===== config.mk =====
export PLATFORM = sky130hd
export DESIGN_NAME = spectrum_band_peak_meter
export DESIGN_NICKNAME = d
export VERILOG_FILES = /design/src/sbpm_pkg.sv /design/src/spectrum_band_peak_meter.sv
export SDC_FILE = /design/constraint.sdc
export NUM_CORES = 1
export LEC_CHECK = 0
export ABC_AREA = 1
export BUFFER_PORTS_ARGS = -buffer_cell sky130_fd_sc_hd__buf_2
export CORE_MARGIN = 1
export CORE_UTILIZATION = 50
export CTS_BUF_LIST = sky130_fd_sc_hd__clkbuf_4 sky130_fd_sc_hd__clkbuf_8
export DETAILED_ROUTE_END_ITERATION = 6
export MAX_ROUTING_LAYER = met4
export PLACE_DENSITY_LB_ADDON = 0.1
export SLEW_MARGIN = 20
export SYNTH_ARGS = -nofsm -noshare
export SYNTH_HDL_FRONTEND = slang
export SYNTH_SLANG_ARGS = --single-unit

===== constraint.sdc =====
create_clock -name clk -period 7.45 [get_ports clk]
set_clock_uncertainty 0.05 [all_clocks]
set_input_delay 0.745 -clock clk [delete_from_list [all_inputs] [get_ports clk]]
set_output_delay 0.745 -clock clk [all_outputs]
set_load 0.02 [all_outputs]

===== src/sbpm_pkg.sv =====
`timescale 1ns / 1ps
// ----------------------------------------------------------------------------
// sbpm_pkg
// Types, constants and the bin-to-band map of the band peak meter.
// ----------------------------------------------------------------------------
package sbpm_pkg;

  localparam int NUM_BANDS = 8;
  localparam int NUM_BINS  = 256;

  localparam int OP_W    = 2;
  localparam int BIN_W   = $clog2(NUM_BINS);
  localparam int MAG_W   = 24;
  localparam int DIV_W   = 16;
  localparam int BAND_W  = $clog2(NUM_BANDS);
  localparam int LEVEL_W = 8;
  localparam int TIME_W  = 32;
  localparam int CNT_W   = $clog2(MAG_W);

  typedef logic [OP_W-1:0]    opcode_t;
  typedef logic [BAND_W-1:0]  band_t;
  typedef logic [LEVEL_W-1:0] level_t;
  typedef logic [DIV_W-1:0]   divisor_t;
  typedef logic [TIME_W-1:0]  stamp_t;

  // Item opcodes
  localparam opcode_t OP_BIN   = 2'd0;
  localparam opcode_t OP_FRAME = 2'd1;
  localparam opcode_t OP_TICK  = 2'd2;

  localparam logic [MAG_W-1:0] NOISE_FLOOR = 24'd1500;
  localparam level_t           LEVEL_MAX   = 8'd200;
  localparam stamp_t           STALE_MS    = 32'd50;
  localparam level_t           LEVEL_DECAY = 8'd4;
  localparam level_t           PEAK_DECAY  = 8'd2;

  localparam divisor_t DIV_RESET [NUM_BANDS] = '{
    16'd500, 16'd200, 16'd200, 16'd200, 16'd200, 16'd100, 16'd100, 16'd50
  };

  // Band lookup result: hit is low for the dropped bin
  typedef struct packed {
    logic  hit;
    band_t band;
  } band_sel_t;

  function automatic band_sel_t bin_to_band(input logic [BIN_W-1:0] bin);
    band_sel_t sel;
    sel.hit = 1'b1;
    if (bin <= 8'd2)        sel.band = 3'd0;
    else if (bin == 8'd3) begin
      sel.hit  = 1'b0;
      sel.band = 3'd0;
    end
    else if (bin <= 8'd5)   sel.band = 3'd1;
    else if (bin <= 8'd7)   sel.band = 3'd2;
    else if (bin <= 8'd15)  sel.band = 3'd3;
    else if (bin <= 8'd30)  sel.band = 3'd4;
    else if (bin <= 8'd53)  sel.band = 3'd5;
    else if (bin <= 8'd200) sel.band = 3'd6;
    else                    sel.band = 3'd7;
    return sel;
  endfunction

  // Subtract with floor at zero
  function automatic level_t sat_sub(input level_t a, input level_t b);
    return (a > b) ? level_t'(a - b) : '0;
  endfunction

endpackage


===== src/spectrum_band_peak_meter.sv =====
`timescale 1ns / 1ps
// ----------------------------------------------------------------------------
// spectrum_band_peak_meter
// Eight-band level meter with peak hold, stale-level decay and frame reports.
// ----------------------------------------------------------------------------
//  channel | direction | handshake            | payload
//  in      | input     | in_valid / in_stall  | opcode, bin_index, magnitude
//  out     | output    | out_valid / out_stall| band_number, level, peak,
//          |           |                      | last_of_run
//  cfg     | input     | cfg_write            | cfg_index, cfg_data
//
// A bin item over the noise floor goes through accept, 24 steps of a shared
// restoring divider (one quotient bit a step) and a write-back state.
// A frame item sweeps the eight bands through one update path, one band a
// cycle while the output is not stalled. A tick advances the clock.
// Synchronous reset clears all band state, the clock and the output valid,
// and loads the divisors with their defaults. No clearing pass is needed.
// ----------------------------------------------------------------------------
module spectrum_band_peak_meter (
  input  logic                          clk,
  input  logic                          rst,
  // input items
  input  logic                          in_valid,
  output logic                          in_stall,
  input  logic [sbpm_pkg::OP_W-1:0]     opcode,
  input  logic [sbpm_pkg::BIN_W-1:0]    bin_index,
  input  logic [sbpm_pkg::MAG_W-1:0]    magnitude,
  // result items
  output logic                          out_valid,
  input  logic                          out_stall,
  output logic [sbpm_pkg::BAND_W-1:0]   band_number,
  output logic [sbpm_pkg::LEVEL_W-1:0]  level,
  output logic [sbpm_pkg::LEVEL_W-1:0]  peak,
  output logic                          last_of_run,
  // configuration
  input  logic                          cfg_write,
  input  logic [sbpm_pkg::BAND_W-1:0]   cfg_index,
  input  logic [sbpm_pkg::DIV_W-1:0]    cfg_data
);
  import sbpm_pkg::*;

  localparam logic [1:0] ST_IDLE  = 2'd0;
  localparam logic [1:0] ST_DIV   = 2'd1;
  localparam logic [1:0] ST_WRITE = 2'd2;
  localparam logic [1:0] ST_FRAME = 2'd3;

  localparam logic [CNT_W-1:0] DIV_LAST = CNT_W'(MAG_W - 1);
  localparam band_t            BAND_LAST = band_t'(NUM_BANDS - 1);

  logic [1:0]       state;
  band_t            band;
  logic [CNT_W-1:0] cnt;
  logic [MAG_W-1:0] dvd;    // dividend in, quotient out
  divisor_t         rem;

  divisor_t divisor    [NUM_BANDS];
  level_t   band_level [NUM_BANDS];
  level_t   band_peak  [NUM_BANDS];
  stamp_t   band_stamp [NUM_BANDS];
  stamp_t   now_ms;

  logic      in_take;
  band_sel_t sel;

  // Divider step
  logic [DIV_W:0] rem_sh;
  logic           q_bit;
  divisor_t       rem_next;

  // Write-back of a quotient
  level_t quo_level;

  // Frame update of one band
  stamp_t age;
  logic   stale;
  level_t lv_new;
  level_t pk_raised;
  level_t pk_new;
  logic   out_free;
  logic   out_load;

  assign in_stall = (state != ST_IDLE);
  assign in_take  = in_valid && !in_stall;
  assign sel      = bin_to_band(bin_index);
  assign out_free = !out_valid || !out_stall;
  assign out_load = (state == ST_FRAME) && out_free;

  // Restoring divide: one quotient bit per cycle
  always_comb begin
    rem_sh   = {rem, dvd[MAG_W-1]};
    q_bit    = (rem_sh >= {1'b0, divisor[band]});
    rem_next = q_bit ? DIV_W'(rem_sh - {1'b0, divisor[band]}) : rem_sh[DIV_W-1:0];
  end

  // Clamp quotient to the bar range
  assign quo_level = (dvd > MAG_W'(LEVEL_MAX)) ? LEVEL_MAX : dvd[LEVEL_W-1:0];

  // Stale decay and peak fall for the band under the frame sweep
  always_comb begin
    age       = now_ms - band_stamp[band];
    stale     = (age > STALE_MS);
    lv_new    = stale ? sat_sub(band_level[band], LEVEL_DECAY) : band_level[band];
    pk_raised = (stale && (lv_new > band_peak[band])) ? lv_new : band_peak[band];
    pk_new    = sat_sub(pk_raised, PEAK_DECAY);
  end

  // Configuration registers
  always_ff @(posedge clk) begin
    if (rst) begin
      for (int i = 0; i < NUM_BANDS; i++) divisor[i] <= DIV_RESET[i];
    end else if (cfg_write) begin
      divisor[cfg_index] <= cfg_data;
    end
  end

  // Result valid: set on each band report, cleared once taken
  always_ff @(posedge clk) begin
    if (rst) begin
      out_valid <= 1'b0;
    end else if (out_load) begin
      out_valid <= 1'b1;
    end else if (!out_stall) begin
      out_valid <= 1'b0;
    end
  end

  // Sequencer, divider and band state
  always_ff @(posedge clk) begin
    if (rst) begin
      state     <= ST_IDLE;
      band      <= '0;
      cnt       <= '0;
      now_ms    <= '0;
      for (int i = 0; i < NUM_BANDS; i++) begin
        band_level[i] <= '0;
        band_peak[i]  <= '0;
        band_stamp[i] <= '0;
      end
    end else begin
      case (state)
        ST_IDLE: begin
          if (in_take) begin
            case (opcode)
              OP_BIN: begin
                if (magnitude > NOISE_FLOOR && sel.hit) begin
                  band  <= sel.band;
                  dvd   <= magnitude;
                  rem   <= '0;
                  cnt   <= '0;
                  state <= ST_DIV;
                end
              end
              OP_FRAME: begin
                band  <= '0;
                state <= ST_FRAME;
              end
              OP_TICK: now_ms <= now_ms + 1'b1;
              default: ;
            endcase
          end
        end

        ST_DIV: begin
          dvd <= {dvd[MAG_W-2:0], q_bit};
          rem <= rem_next;
          cnt <= cnt + 1'b1;
          if (cnt == DIV_LAST) state <= ST_WRITE;
        end

        ST_WRITE: begin
          band_level[band] <= quo_level;
          band_stamp[band] <= now_ms;
          if (quo_level > band_peak[band]) band_peak[band] <= quo_level;
          state <= ST_IDLE;
        end

        ST_FRAME: begin
          if (out_free) begin
            band_level[band] <= lv_new;
            band_peak[band]  <= pk_new;
            if (stale) band_stamp[band] <= now_ms;
            band_number <= band;
            level       <= lv_new;
            peak        <= pk_new;
            last_of_run <= (band == BAND_LAST);
            if (band == BAND_LAST) state <= ST_IDLE;
            else band <= band + 1'b1;
          end
        end

        default: state <= ST_IDLE;
      endcase
    end
  end

  // Checks
  a_out_from_frame: assert property (@(posedge clk) disable iff (rst)
    $rose(out_valid) |-> $past(state) == ST_FRAME)
    else $error("result raised outside the frame sweep");

  a_last_is_band7: assert property (@(posedge clk) disable iff (rst)
    out_valid && last_of_run |-> band_number == BAND_LAST)
    else $error("last_of_run on a band other than the last");

  a_level_range: assert property (@(posedge clk) disable iff (rst)
    out_valid |-> level <= LEVEL_MAX && peak <= LEVEL_MAX)
    else $error("reported level or peak above full scale");

  a_div_to_write: assert property (@(posedge clk) disable iff (rst)
    state == ST_DIV && cnt == DIV_LAST |=> state == ST_WRITE)
    else $error("divider did not hand over to write-back");

endmodule


==> impl_summary.log, run 1 <==
[metrics] count of max-cap constraint violations: 0
[metrics] maximum fanout along the worst path: 69
[metrics] critical setup path kind: flop to flop
[metrics] unrepaired setup endpoints after global routing: no
[metrics] fmax: 145 MHz
[metrics] Clock Latency Late Sink: 0.71 ns
[metrics] cell family contributing the most delay on the critical path: simple AND/OR/NAND/NOR gates
[metrics] dominant cells by area after synthesis: edfxtp_1 (54%), nor2_1 (10%), nand2_1 (7.1%)
[metrics] Cells on Worst Hold Path: 3
[metrics] Antenna Nets Post-Route: 0
[metrics] sequential area share after synthesis: 56.9%
[metrics] filler cell count in the final layout: 5718
[metrics] number of global-route vias before repair: 25000
[metrics] die area: 64600 sq um
[metrics] number of placement rows: 92
[metrics] Setup TNS: 0 ns
[metrics] dominant synthesized flop cell: edfxtp_1
[metrics] total congestion overflow: 0
[metrics] number of buffers created by CTS: 102
[metrics] cell with the largest stage delay on the worst path: ha_1
[metrics] clock tree from TritonCTS: built
[metrics] status: finished, final reports clean
[metrics] worst slew margin relative to its limit: 25.2%
[metrics] worst path arrival time: 7.37 ns
[metrics] number of buffers on the longest clock path: 3
[metrics] Hold Fails Final Rpt: 0
[metrics] average cell area after synthesis: 8.91 sq um
[metrics] Final Non-Filler Cells: 4569
[metrics] placed instance count: 4382
[metrics] period utilization: 92.4%
[metrics] routed via count divided by cell count: 5.72
[metrics] initial antenna violation count: 3
[metrics] post-synth top area share: 54.0%
[metrics] Routability Congestion: 0.963
[metrics] number of DRC markers after the initial detailed-route iteration: 2672
[metrics] total wirelength of the detailed-routed design: 93000 microns
[metrics] number of nets produced by synthesis: 3698
[metrics] Min Clock Period, post-route: 6.88 ns
[metrics] critical path depth in cells: 38
[metrics] worst hold slack across all endpoints: 0.274 ns
[metrics] worst min-delay path endpoint: dvd[15]
[metrics] Final Worst Setup Slack: 0.566 ns
[metrics] Cell Area, Synth: 31800 sq um
[metrics] routed wirelength normalized by instance count: 20.4 microns
[metrics] H-tree depth reported by CTS: 3
[metrics] Slowest Stage Delay on Critical Path: 0.48 ns
[metrics] I/O pin total: 80
[metrics] HPWL reported at the end of detailed placement: 60500 microns
[metrics] library cells used by synthesis: 59
[metrics] final setup violation count: 0
[metrics] maximum number of pins on one net before global-route repair: 73
[metrics] total vias in the final route: 26100
[metrics] number of enable-type register cells in the synthesized netlist: 572
[metrics] Post-Synthesis Cells: 3567
[metrics] global-route wire length before repair: 141000 microns
[metrics] Worst Setup End Kind: flop
[metrics] Register-to-Register Path Depth: 38
[metrics] number of buffer cells added on primary ports: 79
[metrics] register-to-register path setup slack: 0.57 ns
[metrics] class of the tightest hold or removal check: input port to flop
[metrics] CP required: 7.94 ns
[metrics] Power Dens Cells: 427 nW/um^2
[metrics] Least-Margin Pin Slew: 1.12 ns
[metrics] worst slack after detailed placement: 0.576 ns
[metrics] Synth Warn #: 0
[metrics] # Post-CTS Setup Buffers: 0
[metrics] share of flip-flops with an asynchronous set or reset: 0%
[metrics] horizontal die dimension: 254 microns
[metrics] post-synth top area cell: edfxtp_1
[metrics] hold path startpoint: magnitude[15]
[metrics] fraction of layout cells with a size suffix above 1: 10.5%
[metrics] DRC violations left: 0
[metrics] synthesis-stage register bit count: 618
[metrics] count of buffer and inverter cells on the critical path: 2
[metrics] Power Total: 15.0 mW
[metrics] number of sinks handled by clock tree synthesis: 618
[metrics] total global-route track usage: 29.6%
[metrics] terminus of the critical flop-to-flop path: band_peak[7][5]
[metrics] Finished Core Util: 55.9%
[metrics] Area after DPL: 33100 sq um
[metrics] count of pins over their slew limit: 0
[metrics] number of nets at the end of the flow: 3772
[metrics] synth-to-layout area growth: 10.8%
[metrics] LEAKAGE: 13.7 nW
[metrics] total core area: 63000 sq um
[metrics] root buffer cell: clkbuf_8
[metrics] hold buffer count at cts: 0
[metrics] effective utilization at floorplan: 50.5%
[metrics] kind of start point of the critical path: flop
[metrics] cell with the most instances on the worst path: nand2_1
[metrics] worst-case vdd ir drop: 0.409 mV
[metrics] total non-filler cell area in the finished layout: 35200 sq um
[metrics] post-CTS clock slew at the launch and capture registers of the worst setup and hold paths: 0.06 ns
[metrics] die boundary height: 254 microns
[metrics] number of search-and-repair iterations in the first detailed-routing pass: 6
-- logic make-up (layout without fill, tap and decap cells) --
| group | count (synthesis) | in the layout | share of synthesized area [%] |
|---|---|---|---|
| AOI/OAI and AO/OA | 668 | 668 | 11.8 |
| xor gates and xnor gates | 21 | 21 | 0.579 |
| adders and majority gates | 73 | 73 | 2.92 |
| buffers and inverters | 477 | 630 | 5.78 |
| DFF | 618 | 618 | 56.9 |
| other | 0 | 3 | 0 |
| and+or+nand+nor | 1710 | 1710 | 21.9 |
-- cell usage in the layout, fill, tap and decap left out, types with 12 or more instances in the layout --
| cell type | n |
|---|---|
| o22ai_1 | 75 |
| nor2_2 | 13 |
| o21ai_0 | 365 |
| nor3_1 | 40 |
| nand3_1 | 97 |
| ha_1 | 71 |
| clkbuf_8 | 113 |
| nor2_1 | 870 |
| buf_4 | 44 |
| xor2_1 | 14 |
| clkinv_2 | 12 |
| nand2_1 | 595 |
| clkbuf_4 | 33 |
| nand2_2 | 24 |
| inv_2 | 19 |
| edfxtp_1 | 572 |
| o21ai_1 | 16 |
| dfxtp_1 | 43 |
| buf_2 | 79 |
| inv_1 | 278 |
| clkinv_1 | 37 |
| a21oi_1 | 115 |
| nand4_1 | 15 |
| o221ai_1 | 50 |
-- area by class of cell --
cell class	instances	area (sq um)	share of cell area [%]
clock inverter	37	299	0.850
timing repair buffer	128	826	2.35
tap	846	1060	3.01
inverter	319	1210	3.43
antenna	3	7.51	0.0213
multi-input combinational	2472	11900	33.8
clock buffer	146	1800	5.12
sequential	618	18100	51.4
-- synthesized netlist by cell type (5+ instances only) --
cell type  count
clkbuf_1     133
o21ai_0      368
xnor2_1        7
edfxtp_1     572
buf_2         18
a21oi_1      115
and2_1         7
nor3_2         7
o21ai_1       13
nand2_2       16
o22ai_1       75
nor3_1        41
a21boi_1       5
nor2_4         6
nand3b_1       9
nand3_1       97
nor2_2        12
nand2_1      603
nor4_1         9
nor2_1       872
inv_1        280
nand4_1       15
ha_1          71
a31oi_1        6
dfxtp_1       46
inv_2         19
clkinv_1      19
o211ai_1       7
xor2_1        14
o221ai_1      50
-- state kept, by name, indices dropped and copies added, names as in the netlist, named ones only --
register and cells:
last_of_run 1, now_ms 32, band_stamp 256, cnt 5
band_level 64, rem 16, band_peak 64, band_number 3
out_valid 1, state 2, band 3, divisor 128
level 8, dvd 24, peak 8
-- worst min-delay path, stage by stage --
cell and delay (ns):
buf_2 0.09, nand2_1 0.05, nand2_1 0.04
-- report_power, final --
group / switching [mW] / leakage [nW] / internal (mW)
combinational: 5.22 / 6.46 / 2.30
clock: 1.37 / 1.11 / 1.72
sequential: 0.200 / 6.12 / 4.21
-- worst max path at each step --
stage / startpoint / end
floorplan: flop / band_peak[0][7]
global placement: flop / band_peak[7][5]
detailed placement: flop / band_peak[7][5]
CTS: flop / band_peak[7][5]
global route: flop / band_peak[7][5]
finish: flop / band_peak[7][5]
-- routing by layer --
layer  vias up  part of all wire [%]  global-route usage [%]
met5         -                     0                       -
met4         0                   2.4                    9.69
met3       159                   8.4                    4.11
met2      1152                    46                    46.0
met1     12500                    43                    40.1
li1      12300                     -                       -
-- timing repair --
item,4_1_cts,5_1_grt
resized for setup,0,4
endpoints found under the setup margin,0,47
hold endpoints to repair,0,0
(Power assumes the default switching activity.)
==> run 2: changes to the inputs <==
Settings changed: BUFFER_PORTS_ARGS -buffer_cell sky130_fd_sc_hd__buf_2 to -buffer_cell sky130_fd_sc_hd__buf_4.
==> impl_summary.log, run 2 (synthesis results as in run 1) <==
[metrics] status: finished, final reports clean
[metrics] kind of start point of the critical path: flop
[metrics] LEAKAGE: 13.8 nW (+0.67%)
[metrics] switching power of the nets: 6.82 mW (+0.43%)
[metrics] Power Dens Cells: 421 nW/um^2 (-1.3%)
[metrics] proportion of total power due to net switching: 45.7% (+0.47 points)
[metrics] horizontal die dimension: 254 microns (unchanged)
[metrics] Setup TNS: 0 ns (unchanged)
[metrics] clock tree from TritonCTS: built
[metrics] routed wirelength normalized by instance count: 20.9 microns (+2.8%)
[metrics] Final Worst Setup Slack: 0.578 ns (+0.0123 ns)
[metrics] cell with the most instances on the worst path: nand2_1
[metrics] count of max-cap constraint violations: 0 (unchanged)
[metrics] number of placement rows: 92 (unchanged)
[metrics] post-CTS clock slew at the launch and capture registers of the worst setup and hold paths: 0.06 ns (about the same)
[metrics] total wirelength of the detailed-routed design: 95800 microns (+3.0%)
[metrics] total non-filler cell area in the finished layout: 35400 sq um (+0.70%)
[metrics] unrepaired setup endpoints after global routing: no
[metrics] clock group share of total power: 20.0% (-0.6 points)
[metrics] Routability Congestion: 0.989 (+2.6%)
[metrics] number of flip-flops under the largest register name: 256 (unchanged)
[metrics] power share of the combinational group: 50.6% (+0.6 points)
[metrics] number of buffers created by CTS: 100 (-2.0%)
[metrics] maximum number of pins on one net before global-route repair: 88 (+21%)
[metrics] worst-case vdd ir drop: 0.374 mV (-8.3%)
[metrics] HPWL reported at the end of detailed placement: 62500 microns (+3.3%)
[metrics] number of search-and-repair iterations in the first detailed-routing pass: 6 (unchanged)
[metrics] cell-internal power: 8.11 mW (-1.5%)
[metrics] leading cell types in the layout, fill and taps excluded: nor2_1 (870), nand2_1 (595), edfxtp_1 (572), o21ai_0 (368), inv_1 (278)
[metrics] synth-to-layout area growth: 11.5%
[metrics] Hold Fails Final Rpt: 0 (unchanged)
[metrics] worst slack after detailed placement: 0.518 ns (-0.0584 ns)
[metrics] number of DRC markers after the initial detailed-route iteration: 2494 (-6.7%)
[metrics] number of nets at the end of the flow: 3777 (+0.13%)
[metrics] Area after DPL: 33400 sq um (+0.96%)
[metrics] die boundary height: 254 microns (unchanged)
[metrics] root buffer cell: clkbuf_8
[metrics] Min Clock Period, post-route: 6.87 ns (-0.0123 ns)
[metrics] class of the tightest hold or removal check: input port to flop
[metrics] routed via count divided by cell count: 5.73 (+0.12%)
[metrics] most common library cell in the layout ignoring fill and taps: nor2_1
[metrics] total global-route track usage: 30.5% (+0.86 points)
[metrics] fmax: 146 MHz (+0.18%)
[metrics] initial antenna violation count: 2 (-1)
[metrics] Worst Setup End Kind: flop
[metrics] number of buffer cells added on primary ports: 79 (unchanged)
[metrics] hold buffer count at cts: 0 (unchanged)
[metrics] H-tree depth reported by CTS: 3 (unchanged)
[metrics] effective utilization at floorplan: 50.5% (unchanged)
[metrics] Largest regs: band_stamp x256, divisor x128
[metrics] cell with the largest stage delay on the worst path: dfxtp_4
[metrics] CP required: 7.84 ns (-0.10 ns)
[metrics] total core area: 63000 sq um (unchanged)
[metrics] maximum fanout along the worst path: 50 (-28%)
[metrics] worst slew margin relative to its limit: 37.4% (+12 points)
[metrics] total congestion overflow: 0 (unchanged)
[metrics] number of sinks handled by clock tree synthesis: 618 (unchanged)
[metrics] I/O pin total: 80 (unchanged)
[metrics] worst path arrival time: 7.26 ns (-0.11 ns)
[metrics] Reg with most FFs: band_stamp
[metrics] Power Total: 14.9 mW (-0.60%)
[metrics] count of pins over their slew limit: 0 (unchanged)
[metrics] number of buffers on the longest clock path: 3 (unchanged)
[metrics] Clock Latency Late Sink: 0.71 ns (about the same)
[metrics] die area: 64600 sq um (unchanged)
[metrics] critical setup path kind: flop to flop
[metrics] final setup violation count: 0 (unchanged)
[metrics] fraction of layout cells with a size suffix above 1: 10.6% (+0.16 points)
[metrics] global-route wire length before repair: 145000 microns (+2.7%)
[metrics] Least-Margin Pin Slew: 0.936 ns (-0.181 ns)
[metrics] total vias in the final route: 26200 (+0.28%)
[metrics] DRC violations left: 0 (unchanged)
[metrics] period utilization: 92.2% (-0.17 points)
[metrics] Antenna Nets Post-Route: 0 (unchanged)
[metrics] sequential group share of total power: 29.4% (about the same)
[metrics] Slowest Stage Delay on Critical Path: 0.64 ns (+0.16 ns)
[metrics] number of global-route vias before repair: 25000 (+0.048%)
## run 2: changes by cell type in the layout (fill, tap and decap cells not counted), sizes merged
cell,change
diode,-2
bufinv,-2
inv,+2
clkinv,+16
clkbuf,-15
clkinvlp,+1
buf,+7
## run 2: timing repair
action | in CTS | in global routing
buffers inserted | 0 | 1
resized for setup | 0 | 2
endpoints found under the setup margin | 0 | 56
## run 2: final timing paths
path	start	end	slack, ns	depth (start not counted)
max reg2reg	flop	band_peak[3][0]	0.58	35
min reg2reg	cnt[1]	cnt[1]	0.44	2
min	magnitude[13]	dvd[13]	0.27	3
max	flop	band_peak[3][0]	0.58	35
## run 2: cell type report
type,instances,area [sq um]
antenna,1,2.50
clock buffer,131,1660
clock inverter,54,350
fill,5852,27500
inverter,319,1210
multi-input combinational,2472,11900
sequential,618,18100
tap,846,1060
timing repair buffer,135,1170
## run 2: metal layers
| layer | track usage (%) | wire, microns |
|---|---|---|
| met1 | 41.3 | 41400 |
| met2 | 48.6 | 45600 |
| met4 | 6.88 | 1550 |
| met5 | - | 0 |
| met3 | 4.39 | 7260 |
## run 2: per-stage QoR
stage	std cells	utilization, %	hold slack, ns
global placement	4388	53.0	0.427
detailed placement	4388	53.0	0.431
floorplan	3567	-	0.408
finish	4576	56.3	0.266
CTS	4573	56.2	0.230
global route	4576	56.3	0.239
## run 2: critical path, delay by kind of cell, from the launching register on
kind,cells,cell delay (ns)
AO/OA/AOI/OAI,5,1.00
adder cells (fa/ha/maj),2,0.79
flip-flops,1,0.64
AND/OR/NAND/NOR,23,3.19
buffers and inverters,5,0.85
## run 2: power by group through the flow
stage | clock, mW | sequential [mW] | combinational [mW]
global route | 3.16 | 4.42 | 8.30
floorplan | 0 | 4.36 | 5.30
global placement | 0 | 4.46 | 7.32
CTS | 3.02 | 4.40 | 7.43
detailed placement | 0 | 4.47 | 7.40
finish | 2.99 | 4.39 | 7.56
==> run 3: changes to the inputs <==
Settings changed: PLACE_DENSITY set to 0.66, PLACE_DENSITY_LB_ADDON 0.1 to not set.
==> impl_summary.log, run 3 (synthesis results as in run 1) <==
[metrics] count of max-cap constraint violations: 0 (unchanged)
[metrics] fraction of layout cells with a size suffix above 1: 10.5% (-0.10 points)
[metrics] cell with the most instances on the worst path: nand2_1
[metrics] period utilization: 92.0% (-0.27 points)
[metrics] root buffer cell: clkbuf_8
[metrics] routed via count divided by cell count: 5.60 (-2.2%)
[metrics] number of nets at the end of the flow: 3769 (-0.21%)
[metrics] Slowest Stage Delay on Critical Path: 0.49 ns (-0.15 ns)
[metrics] CTS-repair resized insts: 0 (unchanged)
[metrics] number of placement rows: 92 (unchanged)
[metrics] Antenna Nets Post-Route: 0 (unchanged)
[metrics] initial antenna violation count: 1 (-1)
[metrics] sequential group share of total power: 29.5% (about the same)
[metrics] maximum fanout along the worst path: 128 (+160%)
[metrics] hold buffer count at cts: 0 (unchanged)
[metrics] cell-internal power: 8.05 mW (-0.82%)
[metrics] total wirelength of the detailed-routed design: 92200 microns (-3.8%)
[metrics] Least-Margin Pin Slew: 0.985 ns (+0.0490 ns)
[metrics] Reg with most FFs: band_stamp
[metrics] number of search-and-repair iterations in the first detailed-routing pass: 5 (-1)
[metrics] power share of the combinational group: 50.1% (-0.5 points)
[metrics] switching power of the nets: 6.63 mW (-2.8%)
[metrics] Hold Fails Final Rpt: 0 (unchanged)
[metrics] number of DRC markers after the initial detailed-route iteration: 2179 (-13%)
[metrics] Power Dens Cells: 416 nW/um^2 (-1.4%)
[metrics] die boundary height: 254 microns (unchanged)
[metrics] final setup violation count: 0 (unchanged)
[metrics] LEAKAGE: 13.7 nW (-0.61%)
[metrics] H-tree depth reported by CTS: 3 (unchanged)
[metrics] horizontal die dimension: 254 microns (unchanged)
[metrics] proportion of total power due to net switching: 45.2% (-0.50 points)
[metrics] class of the tightest hold or removal check: input port to flop
[metrics] unrepaired setup endpoints after global routing: no
[metrics] # Post-CTS Setup Buffers: 0 (unchanged)
[metrics] total core area: 63000 sq um (unchanged)
[metrics] I/O pin total: 80 (unchanged)
[metrics] Cells on Worst Hold Path: 3 (unchanged)
[metrics] maximum number of pins on one net before global-route repair: 129 (+47%)
[metrics] clock group share of total power: 20.4% (+0.4 points)
[metrics] Min Clock Period, post-route: 6.85 ns (-0.0198 ns)
[metrics] count of pins over their slew limit: 0 (unchanged)
[metrics] clock tree from TritonCTS: built
[metrics] Register-to-Register Path Depth: 33 (-5.7%)
[metrics] number of buffer cells added on primary ports: 79 (unchanged)
[metrics] HPWL reported at the end of detailed placement: 59000 microns (-5.7%)
[metrics] total congestion overflow: 0 (unchanged)
[metrics] total vias in the final route: 25600 (-2.4%)
[metrics] fmax: 146 MHz (+0.29%)
[metrics] cell with the largest stage delay on the worst path: buf_12
[metrics] Largest regs: band_stamp x256, divisor x128
[metrics] worst path arrival time: 7.36 ns (+0.10 ns)
[metrics] number of buffers on the longest clock path: 3 (unchanged)
[metrics] worst-case vdd ir drop: 0.400 mV (+6.7%)
[metrics] status: finished, final reports clean
[metrics] worst slew margin relative to its limit: 33.9% (-3.6 points)
[metrics] number of flip-flops under the largest register name: 256 (unchanged)
[metrics] Routability Congestion: 1.00 (+1.5%)
[metrics] routed wirelength normalized by instance count: 20.2 microns (-3.5%)
[metrics] Finished Core Util: 56.1% (-0.21 points)
[metrics] synth-to-layout area growth: 11.1%
[metrics] total global-route track usage: 29.5% (-0.95 points)
[metrics] critical setup path kind: flop to flop
[metrics] post-CTS clock slew at the launch and capture registers of the worst setup and hold paths: 0.06 ns (about the same)
[metrics] CP required: 7.96 ns (+0.12 ns)
[metrics] number of global-route vias before repair: 24500 (-2.0%)
[metrics] kind of start point of the critical path: flop
[metrics] number of buffers created by CTS: 104 (+4.0%)
[metrics] most common library cell in the layout ignoring fill and taps: nor2_1
[metrics] number of sinks handled by clock tree synthesis: 618 (unchanged)
[metrics] leading cell types in the layout, fill and taps excluded: nor2_1 (870), nand2_1 (587), edfxtp_1 (572), o21ai_0 (368), inv_1 (278)
[metrics] Clock Latency Late Sink: 0.74 ns (+0.03 ns)
[metrics] DRC violations left: 0 (unchanged)
[metrics] Worst Setup End Kind: flop
[metrics] Setup TNS: 0 ns (unchanged)
[metrics] die area: 64600 sq um (unchanged)
[metrics] effective utilization at floorplan: 50.5% (unchanged)
[metrics] global-route wire length before repair: 140000 microns (-3.5%)
-- run 3: final timing paths --
path / start / endpoint / slack, ns
worst max-delay path: flop / band_peak[7][7] / 0.60
worst max register to register: flop / band_peak[7][7] / 0.60
worst min-delay path: magnitude[18] / dvd[18] / 0.26
worst min register to register: cnt[1] / cnt[1] / 0.44
-- run 3: cell type report --
cell class / instances / area, sq um
Antenna cell: 1 / 2.50
Clock buffer: 151 / 1800
Clock inverter: 35 / 214
Fill cell: 5719 / 27700
Inverter: 319 / 1210
Multi-Input combinational cell: 2472 / 11900
Sequential cell: 618 / 18100
Tap cell: 846 / 1060
Timing Repair Buffer: 123 / 998
-- run 3: critical path: cells and delay by family, from the launching register on --
kind | cells | cell delay (ns)
flip-flops | 1 | 0.37
buffers and inverters | 2 | 0.54
adder cells (fa/ha/maj) | 3 | 0.99
AND/OR/NAND/NOR | 20 | 2.80
AO/OA/AOI/OAI | 8 | 1.79
-- run 3: power by group through the flow --
| stage | sequential [mW] | combinational [mW] | clock (mW) |
|---|---|---|---|
| floorplan | 4.36 | 5.30 | 0 |
| global placement | 4.39 | 7.23 | 0 |
| detailed placement | 4.39 | 7.23 | 0 |
| CTS | 4.32 | 7.27 | 3.03 |
| global route | 4.35 | 8.13 | 3.17 |
| finish | 4.33 | 7.35 | 3.00 |
-- run 3: stage by stage --
step                instance area, sq um  hold slack (ns)  cells  power [mW]  setup WS, ns
floorplan                          31800            0.408   3567        9.66          1.02
global placement                   33300            0.422   4378        11.6         0.782
detailed placement                 33300            0.433   4378        11.6         0.718
CTS                                35300            0.220   4564        14.6         0.698
global route                       35300            0.251   4565        15.7        0.0224
finish                             35300            0.263   4565        14.7         0.598
-- run 3: routing by layer --
| layer | vias to the layer above | wire length [microns] | GRT usage (%) | share of wire (%) |
|---|---|---|---|---|
| li1 | 12300 | - | - | - |
| met3 | 187 | 6320 | 4.11 | 6.9 |
| met5 | - | 0 | - | 0 |
| met2 | 1001 | 44700 | 49.1 | 48 |
| met4 | 0 | 2880 | 10.8 | 3.1 |
| met1 | 12100 | 38300 | 36.8 | 42 |
